===== src/hdl/pcq_pkg.sv =====
// shared types, codes and defaults for the per-client period byte quota unit
`default_nettype none

package pcq_pkg;

    localparam int UID_W    = 32;
    localparam int AMOUNT_W = 44;
    localparam int KIND_W   = 2;
    localparam int STATUS_W = 3;

    localparam int DEF_ENTRIES     = 16;
    localparam int DEF_PERIOD_BITS = 20;
    localparam int DEF_QUEUE_DEPTH = 2;

    // request kinds as they arrive on the input port
    localparam logic [KIND_W-1:0] KIND_LOAD = 2'd0;
    localparam logic [KIND_W-1:0] KIND_REQ  = 2'd1;
    localparam logic [KIND_W-1:0] KIND_TICK = 2'd2;
    localparam logic [KIND_W-1:0] KIND_RSVD = 2'd3;

    // result status codes
    localparam logic [STATUS_W-1:0] ST_GRANTED  = 3'd0;
    localparam logic [STATUS_W-1:0] ST_WAIT     = 3'd1;
    localparam logic [STATUS_W-1:0] ST_TOOLARGE = 3'd2;
    localparam logic [STATUS_W-1:0] ST_NOENTRY  = 3'd3;
    localparam logic [STATUS_W-1:0] ST_LOADED   = 3'd4;
    localparam logic [STATUS_W-1:0] ST_FULL     = 3'd5;

    typedef enum logic [1:0] {
        OP_LOAD,
        OP_REQ,
        OP_TICK,
        OP_NOP
    } t_op;

    typedef struct packed {
        logic [KIND_W-1:0]   kind;
        logic [UID_W-1:0]    uid;
        logic [AMOUNT_W-1:0] amount;
    } t_in_item;

    typedef struct packed {
        logic [STATUS_W-1:0] status;
        logic [AMOUNT_W-1:0] remaining;
    } t_out_item;

    // classified request as it travels from front to back
    typedef struct packed {
        t_op                 op;
        logic [UID_W-1:0]    uid;
        logic [AMOUNT_W-1:0] amount;
    } t_op_item;

endpackage

`default_nettype wire


===== src/hdl/pcq_front.sv =====
// front stage: accepts input requests, decodes the kind and holds them for the queue
`default_nettype none

module pcq_front
    import pcq_pkg::*;
(
    input  wire logic     i_clk,
    input  wire logic     i_rst_n,
    input  wire logic     i_push,
    output logic          o_full,
    input  wire t_in_item i_item,
    output logic          o_valid,
    input  wire logic     i_q_full,
    output t_op_item      o_op_item
);

    logic     r_valid;
    t_op_item r_op_item;
    t_op_item n_op_item;
    logic     ready;
    logic     take;

    assign ready = !r_valid || !i_q_full;
    assign take  = i_push && ready;

    always_comb begin
        n_op_item.uid    = i_item.uid;
        n_op_item.amount = i_item.amount;
        unique case (i_item.kind)
            KIND_LOAD: n_op_item.op = OP_LOAD;
            KIND_REQ:  n_op_item.op = OP_REQ;
            KIND_TICK: n_op_item.op = OP_TICK;
            KIND_RSVD: n_op_item.op = OP_NOP;
            default:   n_op_item.op = OP_NOP;
        endcase
    end

    always_ff @(posedge i_clk) begin
        if (!i_rst_n) begin
            r_valid <= 1'b0;
        end else if (ready) begin
            r_valid <= i_push;
        end
    end

    always_ff @(posedge i_clk) begin
        if (take) begin
            r_op_item <= n_op_item;
        end
    end

    assign o_full    = !ready;
    assign o_valid   = r_valid;
    assign o_op_item = r_op_item;

endmodule

`default_nettype wire


===== src/hdl/pcq_queue.sv =====
// short request queue between the front and back stages
`default_nettype none

module pcq_queue
    import pcq_pkg::*;
#(
    parameter int DEPTH = DEF_QUEUE_DEPTH
) (
    input  wire logic     i_clk,
    input  wire logic     i_rst_n,
    input  wire logic     i_wr,
    input  wire t_op_item i_wr_item,
    output logic          o_full,
    input  wire logic     i_rd,
    output logic          o_empty,
    output t_op_item      o_rd_item
);

    localparam int PTR_W = (DEPTH > 1) ? $clog2(DEPTH) : 1;
    localparam int CNT_W = $clog2(DEPTH + 1);

    t_op_item         r_mem [DEPTH];
    logic [PTR_W-1:0] r_wr_ptr;
    logic [PTR_W-1:0] r_rd_ptr;
    logic [CNT_W-1:0] r_count;
    logic             do_wr;
    logic             do_rd;

    assign o_full  = (r_count == CNT_W'(DEPTH));
    assign o_empty = (r_count == '0);
    assign do_wr   = i_wr && !o_full;
    assign do_rd   = i_rd && !o_empty;

    always_ff @(posedge i_clk) begin
        if (!i_rst_n) begin
            r_wr_ptr <= '0;
            r_rd_ptr <= '0;
            r_count  <= '0;
        end else begin
            if (do_wr) begin
                r_wr_ptr <= (r_wr_ptr == PTR_W'(DEPTH - 1)) ? '0 : r_wr_ptr + 1'b1;
            end
            if (do_rd) begin
                r_rd_ptr <= (r_rd_ptr == PTR_W'(DEPTH - 1)) ? '0 : r_rd_ptr + 1'b1;
            end
            if (do_wr && !do_rd) begin
                r_count <= r_count + 1'b1;
            end else if (do_rd && !do_wr) begin
                r_count <= r_count - 1'b1;
            end
        end
    end

    always_ff @(posedge i_clk) begin
        if (do_wr) begin
            r_mem[r_wr_ptr] <= i_wr_item;
        end
    end

    assign o_rd_item = r_mem[r_rd_ptr];

endmodule

`default_nettype wire


===== src/hdl/pcq_back.sv =====
// back stage: client table lookup, quota update and result register
`default_nettype none

module pcq_back
    import pcq_pkg::*;
#(
    parameter int ENTRIES     = DEF_ENTRIES,
    parameter int PERIOD_BITS = DEF_PERIOD_BITS
) (
    input  wire logic             i_clk,
    input  wire logic             i_rst_n,
    input  wire logic             i_cfg_we,
    input  wire logic [UID_W-1:0] i_cfg_data,
    input  wire logic             i_q_empty,
    input  wire t_op_item         i_op_item,
    output logic                  o_q_rd,
    output logic                  o_empty,
    input  wire logic             i_pop,
    output t_out_item             o_result
);

    localparam int FILL_W = $clog2(ENTRIES + 1);

    logic [UID_W-1:0]       r_fallback_uid;
    logic [UID_W-1:0]       r_key   [ENTRIES];
    logic [AMOUNT_W-1:0]    r_alloc [ENTRIES];
    logic [AMOUNT_W-1:0]    r_left  [ENTRIES];
    logic [PERIOD_BITS-1:0] r_tag   [ENTRIES];
    logic [ENTRIES-1:0]     r_fresh;
    logic [ENTRIES-1:0]     r_used;
    logic [PERIOD_BITS-1:0] r_period;
    logic [FILL_W-1:0]      r_fill_count;
    logic                   r_out_valid;
    t_out_item              r_result;

    logic                   take;
    logic [ENTRIES-1:0]     hit_uid;
    logic [ENTRIES-1:0]     hit_fb;
    logic [ENTRIES-1:0]     fill_sel;
    logic [ENTRIES-1:0]     req_sel;
    logic [ENTRIES-1:0]     load_sel;
    logic                   has_space;
    logic                   load_new;
    logic                   do_load;
    logic                   do_grant;
    logic [AMOUNT_W-1:0]    sel_alloc;
    logic [AMOUNT_W-1:0]    sel_left;
    logic [PERIOD_BITS-1:0] sel_tag;
    logic                   sel_fresh;
    logic [AMOUNT_W-1:0]    avail;
    logic [AMOUNT_W-1:0]    n_left;
    t_out_item              n_result;

    assign take   = !i_q_empty && (!r_out_valid || i_pop);
    assign o_q_rd = take;

    // keys are unique among used entries, so at most one hit per search
    always_comb begin
        for (int i = 0; i < ENTRIES; i++) begin
            hit_uid[i]  = r_used[i] && (r_key[i] == i_op_item.uid);
            hit_fb[i]   = r_used[i] && (r_key[i] == r_fallback_uid);
            fill_sel[i] = (r_fill_count == FILL_W'(i));
        end
    end

    assign has_space = (r_fill_count < FILL_W'(ENTRIES));
    assign load_new  = !(|hit_uid) && has_space;
    assign load_sel  = (|hit_uid) ? hit_uid : (has_space ? fill_sel : '0);
    assign req_sel   = (|hit_uid) ? hit_uid : hit_fb;

    always_comb begin
        sel_alloc = '0;
        sel_left  = '0;
        sel_tag   = '0;
        sel_fresh = 1'b0;
        for (int i = 0; i < ENTRIES; i++) begin
            if (req_sel[i]) begin
                sel_alloc = sel_alloc | r_alloc[i];
                sel_left  = sel_left | r_left[i];
                sel_tag   = sel_tag | r_tag[i];
                sel_fresh = sel_fresh | r_fresh[i];
            end
        end
    end

    // a fresh or stale entry counts as refilled to its allocation
    assign avail  = (sel_fresh || (sel_tag != r_period)) ? sel_alloc : sel_left;
    assign n_left = avail - i_op_item.amount;

    always_comb begin
        n_result.status    = ST_NOENTRY;
        n_result.remaining = '0;
        do_load            = 1'b0;
        do_grant           = 1'b0;
        unique case (i_op_item.op)
            OP_LOAD: begin
                if (|load_sel) begin
                    n_result.status = ST_LOADED;
                    do_load         = take;
                end else begin
                    n_result.status = ST_FULL;
                end
            end
            OP_REQ: begin
                if (|req_sel) begin
                    if (avail < i_op_item.amount) begin
                        n_result.status = (i_op_item.amount > sel_alloc) ? ST_TOOLARGE
                                                                         : ST_WAIT;
                        n_result.remaining = avail;
                    end else begin
                        n_result.status    = ST_GRANTED;
                        n_result.remaining = n_left;
                        do_grant           = take;
                    end
                end
            end
            OP_TICK: begin
                n_result.status = ST_GRANTED;
            end
            OP_NOP: begin
                n_result.status = ST_NOENTRY;
            end
            default: begin
                n_result.status = ST_NOENTRY;
            end
        endcase
    end

    always_ff @(posedge i_clk) begin
        if (!i_rst_n) begin
            r_fallback_uid <= '0;
            r_used         <= '0;
            r_period       <= '0;
            r_fill_count   <= '0;
            r_out_valid    <= 1'b0;
        end else begin
            if (i_cfg_we) begin
                r_fallback_uid <= i_cfg_data;
            end
            if (do_load && load_new) begin
                r_used       <= r_used | load_sel;
                r_fill_count <= r_fill_count + 1'b1;
            end
            if (take && (i_op_item.op == OP_TICK)) begin
                r_period <= r_period + 1'b1;
            end
            if (take) begin
                r_out_valid <= 1'b1;
            end else if (i_pop) begin
                r_out_valid <= 1'b0;
            end
        end
    end

    always_ff @(posedge i_clk) begin
        for (int i = 0; i < ENTRIES; i++) begin
            if (do_load && load_sel[i]) begin
                r_key[i]   <= i_op_item.uid;
                r_alloc[i] <= i_op_item.amount;
                r_left[i]  <= '0;
                r_tag[i]   <= '0;
                r_fresh[i] <= 1'b1;
            end else if (do_grant && req_sel[i]) begin
                r_left[i]  <= n_left;
                r_tag[i]   <= r_period;
                r_fresh[i] <= 1'b0;
            end
        end
        if (take) begin
            r_result <= n_result;
        end
    end

    assign o_empty  = !r_out_valid;
    assign o_result = r_result;

endmodule

`default_nettype wire


===== src/hdl/per_client_period_byte_quota_unit.sv =====
// top level of the per-client period byte quota unit
//
//  port group          | direction | handshake          | payload
//  --------------------+-----------+--------------------+-----------------------
//  request in          | in        | push / full        | i_item (t_in_item)
//  result out          | out       | empty / pop        | o_result (t_out_item)
//  fallback id write   | in        | i_cfg_we           | i_cfg_data
//
//  one request per clock sustained while pop keeps up with the results; a result passes
//  through the front register, request queue and result register on its way out
//  the front register, request queue and result register each stall on their own
//  the table lookup and quota update are combinational in the back stage
//  reset clears valid bits, counters and the fallback id; table contents stay
//  undefined and need no clearing pass
`default_nettype none

module per_client_period_byte_quota_unit
    import pcq_pkg::*;
#(
    parameter int ENTRIES     = DEF_ENTRIES,
    parameter int PERIOD_BITS = DEF_PERIOD_BITS,
    parameter int QUEUE_DEPTH = DEF_QUEUE_DEPTH
) (
    input  wire logic             i_clk,
    input  wire logic             i_rst_n,
    input  wire logic             i_cfg_we,
    input  wire logic [UID_W-1:0] i_cfg_data,
    input  wire logic             push,
    output logic                  full,
    input  wire t_in_item         i_item,
    output logic                  empty,
    input  wire logic             pop,
    output t_out_item             o_result
);

    logic     front_valid;
    t_op_item front_item;
    logic     q_full;
    logic     q_empty;
    logic     q_rd;
    t_op_item q_item;

    pcq_front u_front (
        .i_clk     (i_clk),
        .i_rst_n   (i_rst_n),
        .i_push    (push),
        .o_full    (full),
        .i_item    (i_item),
        .o_valid   (front_valid),
        .i_q_full  (q_full),
        .o_op_item (front_item)
    );

    pcq_queue #(
        .DEPTH (QUEUE_DEPTH)
    ) u_queue (
        .i_clk     (i_clk),
        .i_rst_n   (i_rst_n),
        .i_wr      (front_valid),
        .i_wr_item (front_item),
        .o_full    (q_full),
        .i_rd      (q_rd),
        .o_empty   (q_empty),
        .o_rd_item (q_item)
    );

    pcq_back #(
        .ENTRIES     (ENTRIES),
        .PERIOD_BITS (PERIOD_BITS)
    ) u_back (
        .i_clk      (i_clk),
        .i_rst_n    (i_rst_n),
        .i_cfg_we   (i_cfg_we),
        .i_cfg_data (i_cfg_data),
        .i_q_empty  (q_empty),
        .i_op_item  (q_item),
        .o_q_rd     (q_rd),
        .o_empty    (empty),
        .i_pop      (pop),
        .o_result   (o_result)
    );

endmodule

`default_nettype wire

===== config.mk =====
export PLATFORM = sky130hd
export DESIGN_NAME = per_client_period_byte_quota_unit
export DESIGN_NICKNAME = d
export VERILOG_FILES = /design/src/hdl/pcq_pkg.sv /design/src/hdl/pcq_front.sv /design/src/hdl/pcq_queue.sv /design/src/hdl/pcq_back.sv /design/src/hdl/per_client_period_byte_quota_unit.sv
export SDC_FILE = /design/constraint.sdc
export NUM_CORES = 2
export LEC_CHECK = 0
export ABC_AREA = 0
export BUFFER_PORTS_ARGS = -buffer_cell sky130_fd_sc_hd__buf_4
export CELL_PAD_IN_SITES_DETAIL_PLACEMENT = 0
export CELL_PAD_IN_SITES_GLOBAL_PLACEMENT = 1
export CORE_ASPECT_RATIO = 1.25
export CORE_MARGIN = 4
export CORE_UTILIZATION = 50
export CTS_BUF_LIST = sky130_fd_sc_hd__clkbuf_4 sky130_fd_sc_hd__clkbuf_8
export DETAILED_ROUTE_END_ITERATION = 7
export PLACE_DENSITY_LB_ADDON = 0.1
export SLEW_MARGIN = 15
export SYNTH_ARGS = -nofsm -noshare
export SYNTH_HDL_FRONTEND = slang
export SYNTH_HIERARCHICAL = 1
export SYNTH_SLANG_ARGS = --single-unit

===== constraint.sdc =====
create_clock -name i_clk -period 16.29 [get_ports i_clk]
set_input_delay 1.629 -clock i_clk [delete_from_list [all_inputs] [get_ports i_clk]]
set_output_delay 1.629 -clock i_clk [all_outputs]
set_load 0.02 [all_outputs]

# Word level (Yosys, flattened, before mapping)
# Memory sizes are Yosys's and may differ from the RTL's. A register that Yosys moved wholly into a read port is not among the register bits.
# Cells that the tools add are included.
# W data, S select, Z words.
[totals]
memories = 5
wordCells = 488
latchBits = 0
regBits = 220
ram_bits = 2396
inputBits = 115
rom_bits = 0
[mem_list]
columns = ["name", "depth", "width", "rd", "rd_ports_with_merged_regs", "write_ports", "line_no", "rtl"]
rows = [
  ["u_back.r_alloc", 16, 44, 16, 0, 16, "pcq_back.sv:26", "logic [AMOUNT_W-1:0] r_alloc [ENTRIES];"],
  ["u_back.r_left", 16, 44, 16, 0, 16, "pcq_back.sv:27", "logic [AMOUNT_W-1:0] r_left [ENTRIES];"],
  ["u_back.r_key", 16, 32, 16, 0, 16, "pcq_back.sv:25", "logic [UID_W-1:0] r_key [ENTRIES];"],
  ["u_back.r_tag", 16, 20, 16, 0, 16, "pcq_back.sv:28", "logic [PERIOD_BITS-1:0] r_tag [ENTRIES];"],
  ["u_queue.r_mem", 2, 78, 1, 1, 1, "pcq_queue.sv:22", "t_op_item r_mem [DEPTH];"],
]
[classes]
n_bitwise = 93
mux = 201
shift = 0
multipliers = 0
order_cmp = 3
n_reduce_logical = 94
n_div = 0
n_addsub = 7
n_eq_ne = 55
[ops]
columns = ["op", "n"]
rows = [
  ["$mux W44", 49],
  ["$or A44 B44 Y44", 30],
  ["$eq A32 B32 Y1", 32],
  ["$mux W20", 32],
  ["$or A20 B20 Y20", 15],
  ["$mux W1", 110],
  ["$mux W47", 2],
  ["$logic_and A1 B1 Y1", 73],
  ["$mux W16", 3],
  ["$reduce_or A16 Y1", 3],
  ["$or A1 B1 Y1", 47],
  ["$gt A44 B44 Y1", 1],
  ["$lt A44 B44 Y1", 1],
  ["$sub A44 B44 Y44", 1],
  ["$eq A5 B4 Y1 const B", 8],
  ["$add A20 B1 Y20 const B", 1],
  ["$eq A5 B3 Y1 const B", 4],
  ["$ne A20 B20 Y1", 1],
  ["$or A16 B16 Y16", 1],
  ["$pmux W3 S4", 1],
  ["$eq A2 B2 Y1 const B", 5],
  ["$eq A5 B2 Y1 const B", 2],
  ["$logic_not A1 Y1", 8],
  ["$pmux W2 S4", 1],
  ["13 further kinds", 22],
]

# Logic depth before layout (Yosys ltp)
# An unclocked memory read counts as a cell.
[depth]
word_depth = 48
mapped_depth = 47
ltp_nobuf = 33

# By module
# Netlist, hierarchy kept.
[by_module_without_submodules]
columns = ["module", "seq_area_each_um2", "area_per_inst_um2", "instances", "cells_each"]
rows = [
  ["pcq_back", 70477.6, 106850.0, 1, 7948],
  ["pcq_queue", 4784.6, 5941.9, 1, 268],
  ["pcq_front", 2362.3, 2392.3, 1, 84],
]

# Worst setup path after synthesis
# OpenSTA, ideal clock, no wires.
[synth_timing]
kind = "flip-flop to flip-flop"
from = "reg (tool-made name)"
to = "mem u_back.r_left[9][0] (netlist: u_back/r_left[1][44]), enable pin"
required_ns = 15.245
period_less_slack_ns = 11.579
arrival_time_ns = 10.534
path_stages_with_launch = 45
slack_ns = 4.711
n_path_buf = 11
path_cell_list = "dfxtp_1 > buf_6 > buf_2 > mux2_2 > buf_2 > buf_6 > xor2_1 > nor4_1 > nand4_1 > nor3_2 > nor4_2 > nand4_4 > buf_6 > nor2_1 > buf_2 > a211oi_1 > nand3_1 > or4_1 > (+9 left out) > a21o_1 > a21oi_1 > nor2b_1 > o21a_1 > o21ai_0 > o211a_1 > o32ai_1 > a21o_1 > nand3_1 > nand2_1 > a221o_1 > a21oi_1 > nor3_2 > buf_2 > buf_4 > nand2_1 > clkbuf_1 > o21ai_0"
[synth_rtl]
columns = ["item", "line_no"]
rows = [
  ["end, declared", "pcq_back.sv:27"],
]

==> impl_metrics.py <==
metrics = {
    "outcome": {
        "status": "finished, violations left",
        "violations": "design-rule violations",
    },
    "worst_setup_path": {
        "cpPeakStageDelay_ns": 0.97,
        "crit_path_top_delay_cell": "nor4_1",
        "reg2reg_setup_slack_ns": 1.95,
        "cp-end-kind": "flop",
        "start_kind": "flop",
        "crit_fanout": 44,
        "crit_top_cell": "buf_4",
        "crit_arrival_ns": 14.96,
        "timing_worst_setup_path_type": "reg -> reg",
        "crit_required_ns": 16.90,
    },
    "logic_synthesis": {
        "ys_types": 79,
        "syn_area_um2": 115000,
        "syn-num-nets": 8511,
        "synth_edf_count": 2521,
        "yosysWarnings": 6,
        "synthTopCellsByArea": "edfxtp_1, xnor2_1, a22oi_1",
        "ys_ff_latch": 2617,
        "ys.flop_type": "edfxtp_1",
        "synth.avg_cell_area_um2": 13.9,
        "ys_seq_area_frac": 0.674,
        "synth.top_cell.area_share": 0.657,
        "synth_cells": 8300,
        "async_flop_share": 0,
        "synth_top_area_cell": "edfxtp_1",
    },
    "worst_hold_path": {
        "hp-class": "reg -> reg",
    },
    "grt": {
        "grt_pass1_vias": 77446,
        "grt_pass1_wl_um": 608000,
        "grt_overflow_total": 0,
        "antenna_found_initial": 10,
        "grt_max_degree": 188,
        "grtUsageTotal": 0.363,
    },
    "sta": {
        "skew_ns": 0.112,
        "fin_crit_sh": 0.880,
        "setup_tns_ns": 0,
        "final_max_slew_viol_count": 0,
        "setup_violations": 0,
        "timing_hold_violations_final": 0,
        "fmaxAchievable_mhz": 69.7,
        "setup_slack_ns": 1.95,
        "rsz0062_at_grt": "no",
        "finalCriticalPeriod_ns": 14.34,
        "relSlewSlack": 0.219,
        "max_slew.worst_pin.slew_ns": 1.16,
    },
    "floorplanning": {
        "dieArea_um2": 238000,
        "ios": 164,
        "die_w_um": 437,
        "die_h_um": 545,
        "fp-row-count": 196,
        "core_um2": 229000,
        "start_util": 0.504,
    },
    "cells_and_area": {
        "layout_common_cells": "edfxtp_1, nor2_1, xnor2_1",
        "final_common_cell": "edfxtp_1",
        "fin_area_um2": 129000,
        "fill_cells": 18719,
        "seqCellArea_um2": 77600,
        "drive_gt1_frac": 0.153,
        "synthToLayoutAreaGrowth_pct": 11.6,
        "nets": 8736,
        "multiInputGateArea_um2": 35000,
    },
    "clocking": {
        "cts_sinks": 2617,
        "cts_tree": "done",
        "post_cts_buffers": 0,
        "clock_latency_ns": 1.06,
        "htree_levels": 5,
        "cts_buffers": 413,
        "cts-root-buf": "clkbuf_8",
        "cts_resized": 0,
        "cts-hold-fix-buffers": 0,
        "clkTransAtPathRegs_ns": 0.07,
        "clockBufferDepth": 4,
    },
    "route": {
        "wl_met1_um": 166000,
        "wl_met2_um": 208000,
        "drc": 6,
        "num_vias": 78471,
        "dr.first_iter.drc_count": 11366,
        "ant_nets": 0,
        "wl_met3_um": 39700,
        "top_layer": "met4",
        "via_per_inst": 6.58,
        "wl_per_cell_um": 37.0,
        "drt_pass1_iterations": 8,
        "wl_um": 441000,
    },
    "power_and_ir_drop": {
        "power_mw": 16.7,
        "ir_worst_vdd_v": 0.0000911,
        "p_leak_nw": 44.0,
        "power_density_nw_per_um2": 130,
    },
    "flow_run": {
        "drv_cap": 0,
    },
    "place": {
        "dpl_cell_area_um2": 120000,
        "place_ws_ns": 2.28,
        "hpwlAfterDp_um": 264000,
        "portBuffers": 163,
        "gp_congestion": 0.953,
    },
}
kinds of logic (layout without fill, tap and decap cells):
kind of cell,count (synthesis),in the layout,synth area share
flops,2617,2617,0.674
simple gates,2341,2341,0.105
compound gates,1276,1276,0.0881
xor+xnor,1082,1082,0.0823
buf+inv,775,1327,0.0294
mux,113,113,0.0113
fa+ha+maj,96,96,0.0105
other cells,0,8,0
metrics by stage:
step                std cells  utilization  hold WS [ns]
finish                  11929        0.562         0.416
global placement        11178        0.527         0.422
global route            11923        0.562         0.418
floorplan                8300            -         0.421
CTS                     11920        0.562         0.424
detailed placement      11178        0.527         0.430
critical path, delay by kind of cell (launching register included):
| kind | cells | cell delay [ns] |
|---|---|---|
| AND/OR/NAND/NOR | 15 | 5.19 |
| adder cells (fa/ha/maj) | 2 | 0.43 |
| flip-flops | 1 | 0.64 |
| buffers and inverters | 8 | 3.45 |
| XOR/XNOR | 1 | 0.15 |
| multiplexers | 1 | 0.78 |
| AO/OA/AOI/OAI | 13 | 3.07 |
final cells by class:
| cell class | instances | share of cell area |
|---|---|---|
| clock buffers | 578 | 0.0553 |
| inverters | 128 | 0.00374 |
| diodes | 8 | 0.000156 |
| clock inverters | 164 | 0.00689 |
| repair buffers | 457 | 0.0279 |
| multi-input cells | 4908 | 0.272 |
| well taps | 3069 | 0.0299 |
| flip-flops and latches | 2617 | 0.604 |
registers in the layout, summed over array words and instances (netlist names), named ones only:
signal                 count
u_back/r_alloc           704
u_back/r_left            704
u_back/r_key             512
u_back/r_tag             320
u_queue/r_mem            156
u_front/o_op_item         78
u_back/o_result           47
u_back/r_fallback_uid     32
u_back/r_period           20
u_back/r_fresh            16
u_back/r_used             16
u_back/r_fill_count        5
u_queue/r_count            2
u_back/r_out_valid         1
u_front/o_valid            1
u_queue/r_rd_ptr           1
u_queue/r_wr_ptr           1
final timing paths:
path | from | end | depth (start not counted)
max | flop | u_back/r_left[1][281]$_SDFFCE_PN0P_ | 40
max reg2reg | flop | u_back/r_left[1][281]$_SDFFCE_PN0P_ | 40
min reg2reg | u_front/o_op_item[41]$_DFFE_PP_ | u_queue/r_mem[1][41]$_DFFE_PP_ | 0
min | u_front/o_op_item[41]$_DFFE_PP_ | u_queue/r_mem[1][41]$_DFFE_PP_ | 0
report_power, final:
group	total [mW]	switching (mW)	internal (mW)
clock network	5.49	2.62	2.87
registers	7.89	0.0887	7.80
logic	3.30	2.37	0.926
total	16.7	5.08	11.6
per-layer routing:
layer / GRT usage / up-vias
met5: 0 / -
met4: 0.195 / 0
met3: 0.0515 / 1026
met2: 0.591 / 5102
met1: 0.475 / 40068
li1: - / 32275
synthesized netlist by cell type (51+ instances only):
library cell	instances
inv_1	125
a22oi_1	597
clkbuf_1	429
nand2b_1	74
o31ai_2	51
nor2_1	906
and3_1	293
nand3_1	204
xnor2_1	783
dfxtp_1	96
nand4_1	359
nor2b_1	64
mux2_2	58
buf_1	51
nand2_1	78
a222oi_1	198
xor2_1	299
edfxtp_1	2521
buf_2	103
nor4_1	145
and2_1	73
ha_1	95
a221oi_1	52
nor3_1	74
a21oi_1	109
(Power assumes the default switching activity.)
